### src/hw/rtl/lcs_pkg.sv
package lcs_pkg;

  // Pixel and scale constants
  localparam int unsigned PIX_W      = 8;
  localparam logic [7:0]  MIN_INIT   = 8'hFF;
  localparam logic [7:0]  MAX_INIT   = 8'h00;

  // Divider: 8 quotient bits, 4 bits resolved per cycle
  localparam int unsigned DIV_BITS_PER_CYCLE = 4;

  // Controller states, one-hot
  typedef enum logic [4:0] {
    S_LOAD = 5'b00001,
    S_READ = 5'b00010,
    S_PREP = 5'b00100,
    S_DIV  = 5'b01000,
    S_SEND = 5'b10000
  } state_t;

  // Controller to datapath commands
  typedef struct packed {
    logic load;        // input beat accepted
    logic prep;        // store read data valid, set up numerator
    logic div_step;    // step the divider
    logic advance;     // output beat accepted
    logic frame_done;  // final output beat accepted
  } cmd_t;

  // Datapath to controller status
  typedef struct packed {
    logic div_last;    // this divider cycle is the final one
    logic emit_last;   // current output is the final pixel of the frame
  } sts_t;

endpackage

### src/hw/rtl/linear_contrast_stretch.sv
// Channel  | Direction | Handshake            | Payload
// ---------+-----------+----------------------+------------------------------------
// in_      | input     | in_valid / in_stall  | in_pixel_in[7:0], in_frame_end
// out_     | output    | out_valid / out_stall| out_pixel_out[7:0], out_last_out,
//          |           |                      |   out_overflow_flag
//
// Loading accepts one pixel per cycle; the frame end beat switches to emission.
// For each pixel, emission steps through a store read, a numerator setup, the
// 4-bit-per-cycle divider and an output beat, which an output stall holds.
// in_stall stays high for the whole emission of a frame.
// Reset (rst_n, synchronous) empties the frame; the store itself is not cleared.
module linear_contrast_stretch import lcs_pkg::*;
  #(
    parameter int unsigned MAX_PIXELS = 64
  )
  (
    input  logic             clk,
    input  logic             rst_n,
    input  logic             in_valid,
    output logic             in_stall,
    input  logic [PIX_W-1:0] in_pixel_in,
    input  logic             in_frame_end,
    output logic             out_valid,
    input  logic             out_stall,
    output logic [PIX_W-1:0] out_pixel_out,
    output logic             out_last_out,
    output logic             out_overflow_flag
  );

  cmd_t cmd;
  sts_t sts;

  // Sequencer
  lcs_ctrl u_ctrl (
    .clk          (clk),
    .rst_n        (rst_n),
    .in_valid     (in_valid),
    .in_frame_end (in_frame_end),
    .out_stall    (out_stall),
    .sts          (sts),
    .cmd          (cmd),
    .in_stall     (in_stall),
    .out_valid    (out_valid)
  );

  // Store, statistics and divider
  lcs_dp #(
    .MAX_PIXELS (MAX_PIXELS)
  ) u_dp (
    .clk               (clk),
    .rst_n             (rst_n),
    .cmd               (cmd),
    .in_pixel_in       (in_pixel_in),
    .sts               (sts),
    .out_pixel_out     (out_pixel_out),
    .out_last_out      (out_last_out),
    .out_overflow_flag (out_overflow_flag)
  );

endmodule

### src/hw/rtl/lcs_ram.sv
module lcs_ram
  #(
    parameter int unsigned WIDTH = 8,
    parameter int unsigned DEPTH = 64
  )
  (
    input  logic                     clk,
    input  logic                     we,
    input  logic [$clog2(DEPTH)-1:0] waddr,
    input  logic [WIDTH-1:0]         wdata,
    input  logic [$clog2(DEPTH)-1:0] raddr,
    output logic [WIDTH-1:0]         rdata
  );

  logic [WIDTH-1:0] mem [DEPTH];

  // Write port
  always_ff @(posedge clk) begin
    if (we) begin
      mem[waddr] <= wdata;
    end
  end

  // Registered read port
  always_ff @(posedge clk) begin
    rdata <= mem[raddr];
  end

endmodule

### src/hw/rtl/lcs_ctrl.sv
module lcs_ctrl import lcs_pkg::*;
  (
    input  logic clk,
    input  logic rst_n,
    input  logic in_valid,
    input  logic in_frame_end,
    input  logic out_stall,
    input  sts_t sts,
    output cmd_t cmd,
    output logic in_stall,
    output logic out_valid
  );

  state_t state_r;
  state_t state_nxt;

  // Next state
  always_comb begin
    state_nxt = state_r;
    case (state_r)
      S_LOAD: begin
        if (in_valid && in_frame_end) begin
          state_nxt = S_READ;
        end
      end
      S_READ: state_nxt = S_PREP;
      S_PREP: state_nxt = S_DIV;
      S_DIV: begin
        if (sts.div_last) begin
          state_nxt = S_SEND;
        end
      end
      S_SEND: begin
        if (!out_stall) begin
          state_nxt = sts.emit_last ? S_LOAD : S_READ;
        end
      end
      default: state_nxt = S_LOAD;
    endcase
  end

  always_ff @(posedge clk) begin
    if (!rst_n) begin
      state_r <= S_LOAD;
    end else begin
      state_r <= state_nxt;
    end
  end

  // Handshake and commands
  assign in_stall  = (state_r != S_LOAD);
  assign out_valid = (state_r == S_SEND);

  always_comb begin
    cmd.load       = (state_r == S_LOAD) && in_valid;
    cmd.prep       = (state_r == S_PREP);
    cmd.div_step   = (state_r == S_DIV);
    cmd.advance    = (state_r == S_SEND) && !out_stall;
    cmd.frame_done = (state_r == S_SEND) && !out_stall && sts.emit_last;
  end

  // A stalled result stays on offer
  a_send_hold: assert property (@(posedge clk) disable iff (!rst_n)
    (state_r == S_SEND && out_stall) |=> (state_r == S_SEND))
    else $error("result dropped while stalled");

  // A frame end beat starts emission
  a_frame_start: assert property (@(posedge clk) disable iff (!rst_n)
    (state_r == S_LOAD && in_valid && in_frame_end) |=> (state_r == S_READ))
    else $error("frame end did not start emission");

  // State register stays one-hot
  a_state_onehot: assert property (@(posedge clk) disable iff (!rst_n)
    $onehot(state_r))
    else $error("state register not one-hot");

endmodule

### src/hw/rtl/lcs_dp.sv
module lcs_dp import lcs_pkg::*;
  #(
    parameter int unsigned MAX_PIXELS = 64
  )
  (
    input  logic             clk,
    input  logic             rst_n,
    input  cmd_t             cmd,
    input  logic [PIX_W-1:0] in_pixel_in,
    output sts_t             sts,
    output logic [PIX_W-1:0] out_pixel_out,
    output logic             out_last_out,
    output logic             out_overflow_flag
  );

  localparam int unsigned AW    = $clog2(MAX_PIXELS);
  localparam int unsigned CNT_W = $clog2(MAX_PIXELS + 1);

  logic [CNT_W-1:0] count_r, count_nxt;
  logic [AW-1:0]    idx_r, idx_nxt;
  logic [PIX_W-1:0] min_r, min_nxt;
  logic [PIX_W-1:0] max_r, max_nxt;
  logic             dropped_r, dropped_nxt;
  logic [PIX_W-1:0] rem_r, rem_nxt;
  logic [PIX_W-1:0] quo_r, quo_nxt;
  logic             step_r, step_nxt;

  logic             store_we;
  logic [PIX_W-1:0] rd_data;
  logic [PIX_W-1:0] span;
  logic [PIX_W-1:0] diff;
  logic [15:0]      num;
  logic [PIX_W-1:0] rem_step;
  logic [PIX_W-1:0] quo_step;

  assign store_we = cmd.load && (count_r < CNT_W'(MAX_PIXELS));
  assign span     = max_r - min_r;

  // Frame store
  lcs_ram #(
    .WIDTH (PIX_W),
    .DEPTH (MAX_PIXELS)
  ) u_store (
    .clk   (clk),
    .we    (store_we),
    .waddr (count_r[AW-1:0]),
    .wdata (in_pixel_in),
    .raddr (idx_r),
    .rdata (rd_data)
  );

  // Numerator: (p - min) * 255 as (d << 8) - d
  assign diff = rd_data - min_r;
  assign num  = {diff, 8'h00} - {8'h00, diff};

  // Four restoring division steps per cycle
  always_comb begin
    logic [PIX_W:0]   r9;
    logic [PIX_W-1:0] r;
    logic [PIX_W-1:0] q;
    r = rem_r;
    q = quo_r;
    for (int i = 0; i < DIV_BITS_PER_CYCLE; i++) begin
      r9 = {r, q[PIX_W-1]};
      q  = {q[PIX_W-2:0], 1'b0};
      if (r9 >= {1'b0, span}) begin
        r9   = r9 - {1'b0, span};
        q[0] = 1'b1;
      end
      r = r9[PIX_W-1:0];
    end
    rem_step = r;
    quo_step = q;
  end

  // Frame statistics and emission pointer
  always_comb begin
    count_nxt   = count_r;
    min_nxt     = min_r;
    max_nxt     = max_r;
    dropped_nxt = dropped_r;
    idx_nxt     = idx_r;
    if (cmd.load) begin
      if (store_we) begin
        count_nxt = count_r + CNT_W'(1);
        if (in_pixel_in > max_r) begin
          max_nxt = in_pixel_in;
        end
        if (in_pixel_in < min_r) begin
          min_nxt = in_pixel_in;
        end
      end else begin
        dropped_nxt = 1'b1;
      end
    end
    if (cmd.advance) begin
      idx_nxt = idx_r + AW'(1);
    end
    if (cmd.frame_done) begin
      count_nxt   = '0;
      min_nxt     = MIN_INIT;
      max_nxt     = MAX_INIT;
      dropped_nxt = 1'b0;
      idx_nxt     = '0;
    end
  end

  always_ff @(posedge clk) begin
    if (!rst_n) begin
      count_r   <= '0;
      min_r     <= MIN_INIT;
      max_r     <= MAX_INIT;
      dropped_r <= 1'b0;
      idx_r     <= '0;
      step_r    <= 1'b0;
    end else begin
      count_r   <= count_nxt;
      min_r     <= min_nxt;
      max_r     <= max_nxt;
      dropped_r <= dropped_nxt;
      idx_r     <= idx_nxt;
      step_r    <= step_nxt;
    end
  end

  // Divider registers
  always_comb begin
    rem_nxt  = rem_r;
    quo_nxt  = quo_r;
    step_nxt = step_r;
    if (cmd.prep) begin
      rem_nxt  = num[15:8];
      quo_nxt  = num[7:0];
      step_nxt = 1'b0;
    end else if (cmd.div_step) begin
      rem_nxt  = rem_step;
      quo_nxt  = quo_step;
      step_nxt = ~step_r;
    end
  end

  always_ff @(posedge clk) begin
    rem_r <= rem_nxt;
    quo_r <= quo_nxt;
  end

  // Status and result fields
  assign sts.div_last  = step_r;
  assign sts.emit_last = ((CNT_W'(idx_r) + CNT_W'(1)) == count_r);

  assign out_pixel_out     = (span == '0) ? '0 : quo_r;
  assign out_last_out      = sts.emit_last;
  assign out_overflow_flag = dropped_r;

  // Fill count never passes capacity
  a_count_cap: assert property (@(posedge clk) disable iff (!rst_n)
    count_r <= CNT_W'(MAX_PIXELS))
    else $error("pixel count beyond capacity");

  // Emission reads only stored entries
  a_idx_range: assert property (@(posedge clk) disable iff (!rst_n)
    cmd.advance |-> (CNT_W'(idx_r) < count_r))
    else $error("emission past stored pixels");

  // A beat into a full store marks the frame
  a_drop_flag: assert property (@(posedge clk) disable iff (!rst_n)
    (cmd.load && count_r == CNT_W'(MAX_PIXELS)) |=> dropped_r)
    else $error("dropped pixel not flagged");

endmodule
### config.mk
export PLATFORM = sky130hd
export DESIGN_NAME = linear_contrast_stretch
export DESIGN_NICKNAME = d
export VERILOG_FILES = /design/src/hw/rtl/lcs_pkg.sv /design/src/hw/rtl/linear_contrast_stretch.sv /design/src/hw/rtl/lcs_ram.sv /design/src/hw/rtl/lcs_ctrl.sv /design/src/hw/rtl/lcs_dp.sv
export SDC_FILE = /design/constraint.sdc
export NUM_CORES = 1
export LEC_CHECK = 0
export ABC_AREA = 1
export ABC_CLOCK_PERIOD_IN_PS = 10200
export BUFFER_PORTS_ARGS = -buffer_cell sky130_fd_sc_hd__buf_2
export CAP_MARGIN = 20
export CORE_ASPECT_RATIO = 1.1
export CORE_UTILIZATION = 63
export CTS_CLUSTER_DIAMETER = 50
export CTS_CLUSTER_SIZE = 12
export DETAILED_ROUTE_END_ITERATION = 6
export PLACE_DENSITY = 0.79
export SETUP_SLACK_MARGIN = 0.15
export SYNTH_ARGS = -nofsm -noshare
export SYNTH_HDL_FRONTEND = slang
export SYNTH_HIERARCHICAL = 1
export SYNTH_SLANG_ARGS = --single-unit
### constraint.sdc
create_clock -name clk -period 10.2 [get_ports clk]
set_input_delay 0.51 -clock clk [delete_from_list [all_inputs] [get_ports clk]]
set_output_delay 0.51 -clock clk [all_outputs]
set_load 0.02 [all_outputs]
==> flow_metrics.env, run 1 <==
export IMPL_outcome="complete, no violations"
export IMPL_p_leak_nw=10.8
export IMPL_grt_ovfl_total=0
export IMPL_drc_errors=0
export IMPL_holdWs_ns=0.146
export IMPL_drv_slew=0
export IMPL_antenna_cells=0
export IMPL_synth_commonest_cells="nand2_1 (791), edfxtp_1 (528), nand3_1 (480)"
export IMPL_min_to="u_ctrl/state_r[0]"
export IMPL_ant_nets=0
export IMPL_routed_wl_mm=64.1
export IMPL_grtUsageTotal_pct=30.4
export IMPL_start_util_pct=64.4
export IMPL_reg2reg_slack_ns=1.43
export IMPL_cts_resized=0
export IMPL_firstDrtPassIters=5
export IMPL_ios=25
export IMPL_rr_worst_depth=55
export IMPL_worstMarginPinSlew_ns=1.24
export IMPL_synth_fp_nets=2631
export IMPL_finalPower_mw=9.69
export IMPL_via_per_inst=6.02
export IMPL_synth_flop_cell="edfxtp_1"
export IMPL_power_switching_mw=4.09
export IMPL_path_common_cell="nand2_1"
export IMPL_finClkSkew_ns=0.0257
export IMPL_synth_warnings=6
export IMPL_max_freq_mhz=114
export IMPL_cts_made_buffers=55
export IMPL_antenna_found_initial=0
export IMPL_cap_viol_max_count=0
export IMPL_synth_seq_cells=572
export IMPL_fin_crit_ns=8.77
export IMPL_r2r_start="u_dp/min_r[1]"
export IMPL_cts_tree="built"
export IMPL_clk_pin_slew_ns=0.06
export IMPL_netlist_instances=2552
export IMPL_hold_buffers=0
export IMPL_cts_setup_buffers=0
export IMPL_slew_headroom_pct=17.6
export IMPL_htree_num_levels=2
export IMPL_grt_pass1_wl_mm=100
export IMPL_synth_top_area_share_pct=59.4
export IMPL_critPathLaunchType="flip-flop"
export IMPL_cp_startpoint="u_dp/min_r[1]"
export IMPL_ir_worst_vdd_uv=733
export IMPL_core_rowCount=78
export IMPL_async_reset_ff_share_pct=0
export IMPL_netlist_area_um2=26700
export IMPL_required_ns=10.53
export IMPL_ys_top_cells_by_area="edfxtp_1 (59%), nand2_1 (11%), nand3_1 (9.0%), dfxtp_1 (3.3%), ha_1 (2.8%)"
export IMPL_hold_violations=0
export IMPL_avgRoutedWirePerCell_um=20.4
export IMPL_p_sw_share_pct=42.2
export IMPL_die_height_um=218
export IMPL_synth_seq_area_share_pct=62.7
export IMPL_tns_ns=0
export IMPL_syn_mean_instance_area_um2=10.5
export IMPL_p_per_area_nw_per_um2=339
export IMPL_slowest_stage="xnor2_1"
export IMPL_hold_start="rst_n"
export IMPL_dp_hpwl_mm=39.0
export IMPL_yosysMostFrequentCell="nand2_1"
export IMPL_synth_top_area_cell="edfxtp_1"
export IMPL_place_inst=3039
export IMPL_layout_drive_gt1_share_pct=6.90
export IMPL_grt_max_degree=146
export IMPL_r2r_end="u_dp/rem_r[6]"
export IMPL_drt_initial_drc_count=2281
export IMPL_area_growth_pct=6.95
export IMPL_synth_distinct_cells=52
export IMPL_p_clk_share_pct=19.0
export IMPL_end_kind="flip-flop"
export IMPL_p_comb_share_pct=52.0
export IMPL_setup_viol=0
export IMPL_crit_path_max_fanout=10
export IMPL_portBuffers=24
export IMPL_critical_path_class="reg -> reg"
export IMPL_gp_congestion=0.978
export IMPL_crit_arrival_ns=9.10
export IMPL_internal_power_mw=5.60
export IMPL_p_seq_share_pct=29.0
export IMPL_critical_path_max_stage_delay_ns=0.51
export IMPL_die_area_um2=43200
export IMPL_synth_edf_count=528
export IMPL_fin_cells=3139
export IMPL_cts_root_buffer="clkbuf_16"
export IMPL_hp_class="in -> reg"
export IMPL_clk_path_buf_depth=3
export IMPL_place_area_um2=26900
export IMPL_core_area_um2=41500
export IMPL_grt_pass1_vias=18300
export IMPL_vias=18900
export IMPL_fin_crit_sh_pct=86.0
export IMPL_cts_sinks=572
export IMPL_clk_insertion_delay_late_ns=0.60
export IMPL_die_width_um=198
export IMPL_min_delay_path_depth=2
export IMPL_layout_nets=2619
export IMPL_postLayoutCellArea_um2=28600
export IMPL_rsz0062_at_grt="no"
-- per-layer routing --
| layer | part of all wire, % | vias up | wire [um] | global-route usage [%] |
|---|---|---|---|---|
| met5 | 0 | - | 0 | 0 |
| met4 | 4.0 | 0 | 2550 | 13.0 |
| met3 | 9.4 | 171 | 6000 | 5.47 |
| met2 | 48 | 927 | 30600 | 49.2 |
| met1 | 39 | 8994 | 25000 | 40.6 |
| li1 | - | 8805 | - | - |
-- logic make-up after synthesis --
kind of cell / share of synthesized area [%]
AOI/OAI and AO/OA: 2.85
and+or+nand+nor: 24.9
buffers and inverters: 5.11
adders and majority gates: 3.26
xor gates and xnor gates: 1.25
DFF: 62.7
-- registers in the layout (all words and copies together), names as in the netlist, 6 cells and up --
signal	cells
u_dp/u_store/mem	512
u_dp/max_r	8
u_dp/min_r	8
u_dp/quo_r	8
u_dp/rem_r	8
u_dp/u_store/rdata	8
u_dp/count_r	7
u_dp/idx_r	6
-- worst max-delay path, delay by kind of cell, from the launching register on --
family | cells | cell delay, ns
AOI/OAI and AO/OA | 13 | 2.11
xor gates and xnor gates | 1 | 0.51
adders and majority gates | 5 | 1.58
buffers and inverters | 4 | 0.38
DFF | 1 | 0.36
and+or+nand+nor | 32 | 3.53
-- worst max path at each step --
stage               endpoint  slack [ns]  cells past startpoint
2_1_floorplan  u_dp/rem_r[0]        2.64                     54
4_1_cts        u_dp/rem_r[6]        1.47                     55
5_1_grt        u_dp/rem_r[4]        0.51                     55
3_3_place_gp   u_dp/rem_r[4]        1.78                     56
6_report       u_dp/rem_r[6]        1.43                     55
3_5_place_dp   u_dp/rem_r[6]        1.49                     55
-- placed cells by master (no fill, tap or decap), types with 3 or more instances in the layout --
cell | Yosys | routed
nand3_4 | 3 | 3
nor2_2 | 3 | 4
o21bai_1 | 6 | 6
inv_1 | 127 | 126
nor2_8 | 4 | 4
o21ai_0 | 41 | 41
inv_6 | 1 | 3
edfxtp_1 | 528 | 528
o21a_1 | 6 | 6
nand4_1 | 30 | 30
xor2_1 | 30 | 30
nor2_4 | 5 | 5
buf_4 | 16 | 26
o21ai_1 | 6 | 6
or2_2 | 8 | 8
clkbuf_16 | 0 | 56
inv_2 | 4 | 4
fa_1 | 6 | 6
dfxtp_1 | 44 | 41
ha_1 | 60 | 60
clkbuf_1 | 22 | 34
a21oi_1 | 56 | 56
xnor2_1 | 8 | 8
buf_2 | 38 | 24
nand2_2 | 7 | 7
nor2_1 | 107 | 106
nor3_1 | 12 | 12
buf_16 | 0 | 3
nor4_1 | 10 | 9
nand2_1 | 791 | 791
nand3_2 | 13 | 13
nand2_4 | 4 | 4
nand3_1 | 480 | 480
o211ai_1 | 10 | 10
-- area by class of cell --
class                           count  area (um^2)
Inverter                          134          513
Fill cell                        2924        12900
Multi-Input combinational cell   1723         8610
Sequential cell                   572        16700
Timing Repair Buffer               54          405
Clock inverter                      6         56.3
Tap cell                          560          701
Clock buffer                       90         1530
-- power by group through the flow --
stage / clock network [mW] / logic [mW] / registers, mW
after floorplan: 0 / 3.88 / 2.85
after global placement: 0 / 4.96 / 2.86
after detailed placement: 0 / 4.95 / 2.86
after CTS: 1.86 / 5.00 / 2.81
after global routing: 1.95 / 5.64 / 2.81
final: 1.84 / 5.04 / 2.81
-- stage by stage --
step | utilization [%] | setup slack, ns
floorplan | - | 2.64
global placement | 64.8 | 1.78
detailed placement | 64.8 | 1.49
CTS | 68.6 | 1.47
global route | 68.9 | 0.509
finish | 68.9 | 1.43
(Power assumes the default switching activity.)
==> run 2, diff against run 1 <==
- CORE_MARGIN: not set -> 5
==> run 2 against run 1 <==
Net effect: flip-flop and latch count is the same; clock power shrank 4%; critical path depth is the same; clock-buffer cell count shrank 12; register-to-register slack gained 0.03 ns; total power grew 0.18%; maximum frequency grew 0.31%; largest cell class unchanged.
==> flow_metrics.env, run 2 (synthesis results as in run 1) <==
export IMPL_clk_insertion_delay_late_ns=0.58
export IMPL_grt_pass1_wl_mm=98.3
export IMPL_antenna_cells=0
export IMPL_die_width_um=206
export IMPL_core_rowCount=79
export IMPL_required_ns=10.51
export IMPL_crit_arrival_ns=9.05
export IMPL_multi_input_comb_area_um2=8600
export IMPL_drc_errors=0
export IMPL_wl_met1_mm=24.9
export IMPL_cts_root_buffer="clkbuf_16"
export IMPL_mostFrequentLayoutCells="nand2_1 (791), edfxtp_1 (528), nand3_1 (480), inv_1 (126), nor2_1 (107)"
export IMPL_fin_crit_ns=8.75
export IMPL_ios=25
export IMPL_path_common_cell="nand2_1"
export IMPL_wl_met2_mm=31.1
export IMPL_avgRoutedWirePerCell_um=20.3
export IMPL_hp_class="in -> reg"
export IMPL_grt_ovfl_total=0
export IMPL_die_area_um2=46600
export IMPL_cts_sinks=572
export IMPL_start_util_pct=63.4
export IMPL_layout_commonest_cell="nand2_1"
export IMPL_firstDrtPassIters=6
export IMPL_ir_worst_vdd_uv=462
export IMPL_slew_headroom_pct=32.1
export IMPL_rsz0062_at_grt="no"
export IMPL_grt_max_degree=116
export IMPL_worstMarginPinSlew_ns=1.01
export IMPL_outcome="complete, no violations"
export IMPL_dp_hpwl_mm=38.9
export IMPL_layout_drive_gt1_share_pct=6.86
export IMPL_gp_congestion=0.905
export IMPL_largest_register_ffs=512
export IMPL_p_per_area_nw_per_um2=342
export IMPL_max_freq_mhz=114
export IMPL_cts_made_buffers=54
export IMPL_clk_path_buf_depth=3
export IMPL_critical_path_max_stage_delay_ns=0.52
export IMPL_clk_pin_slew_ns=0.06
export IMPL_ant_nets=0
export IMPL_hold_violations=0
export IMPL_ff_latch_area_um2=16700
export IMPL_met3_length_mm=5.45
export IMPL_setup_viol=0
export IMPL_tns_ns=0
export IMPL_cts_tree="built"
export IMPL_layout_nets=2621
export IMPL_grtUsageTotal_pct=27.2
export IMPL_finalPower_mw=9.71
export IMPL_routed_wl_mm=63.7
export IMPL_drv_slew=0
export IMPL_antenna_found_initial=0
export IMPL_cap_viol_max_count=0
export IMPL_grt_pass1_vias=17900
export IMPL_crit_path_max_fanout=10
export IMPL_fin_crit_sh_pct=85.7
export IMPL_critical_path_class="reg -> reg"
export IMPL_area_growth_pct=6.48
export IMPL_holdWs_ns=0.155
export IMPL_htree_num_levels=2
export IMPL_drt_initial_drc_count=2151
export IMPL_top_layer="met4"
export IMPL_cts_resized=0
export IMPL_core_area_um2=42100
export IMPL_die_height_um=226
export IMPL_via_per_inst=5.97
export IMPL_hold_buffers=0
export IMPL_regMostFlops="u_dp/u_store/mem"
export IMPL_finClkSkew_ns=0.0219
export IMPL_portBuffers=24
export IMPL_p_leak_nw=10.7
export IMPL_critPathLaunchType="flip-flop"
export IMPL_vias=18700
export IMPL_fin_util_pct=67.5
export IMPL_cts_setup_buffers=0
export IMPL_end_kind="flip-flop"
export IMPL_fillCellCount=3143
export IMPL_slowest_stage="xnor2_1"
-- run 2: where the power goes --
part	internal (mW)	switching [mW]	total [mW]	leakage [nW]
clock	0.986	0.784	1.77	0.723
combinational	1.81	3.32	5.13	4.90
sequential	2.78	0.0247	2.81	5.11
-- run 2: critical path: cells and delay by family, from the launching register on --
family	cells	cell delay (ns)
XOR/XNOR	1	0.52
buffers and inverters	4	0.31
AO/OA/AOI/OAI	13	2.08
adder cells (fa/ha/maj)	5	1.62
AND/OR/NAND/NOR	32	3.59
flip-flops	1	0.30
-- run 2: final cells by class --
class	instances	share of cell area, %
clock buffer	78	5.18
clock inverter	3	0.0880
inverter	134	1.80
multi-input combinational	1723	30.3
sequential	572	58.9
tap	567	2.49
timing repair buffer	57	1.29
-- run 2: per-stage QoR --
stage                     worst slack (ns)  cells  instance area, um^2
after floorplan                       2.64   2552                26700
after global placement                1.77   3053                26900
after detailed placement              1.54   3053                26900
after CTS                             1.50   3134                28400
after global routing                 0.540   3134                28400
final                                 1.45   3134                28400
-- run 2: per-layer routing --
layer  global-route usage (%)  up-vias
met2                     45.1      914
met5                        0        -
met1                     37.1     8872
met3                     4.25      141
met4                     9.49        0
li1                         -     8790
-- run 2: final timing paths --
| kind | from | to | slack (ns) | cells past startpoint |
|---|---|---|---|---|
| hold reg to reg | u_dp/max_r[0] | u_dp/max_r[0] | 0.49 | 2 |
| hold / removal | rst_n | u_ctrl/state_r[0] | 0.16 | 2 |
| setup reg to reg | u_dp/min_r[3] | u_dp/rem_r[0] | 1.45 | 55 |
| setup / recovery | u_dp/min_r[3] | u_dp/rem_r[0] | 1.45 | 55 |
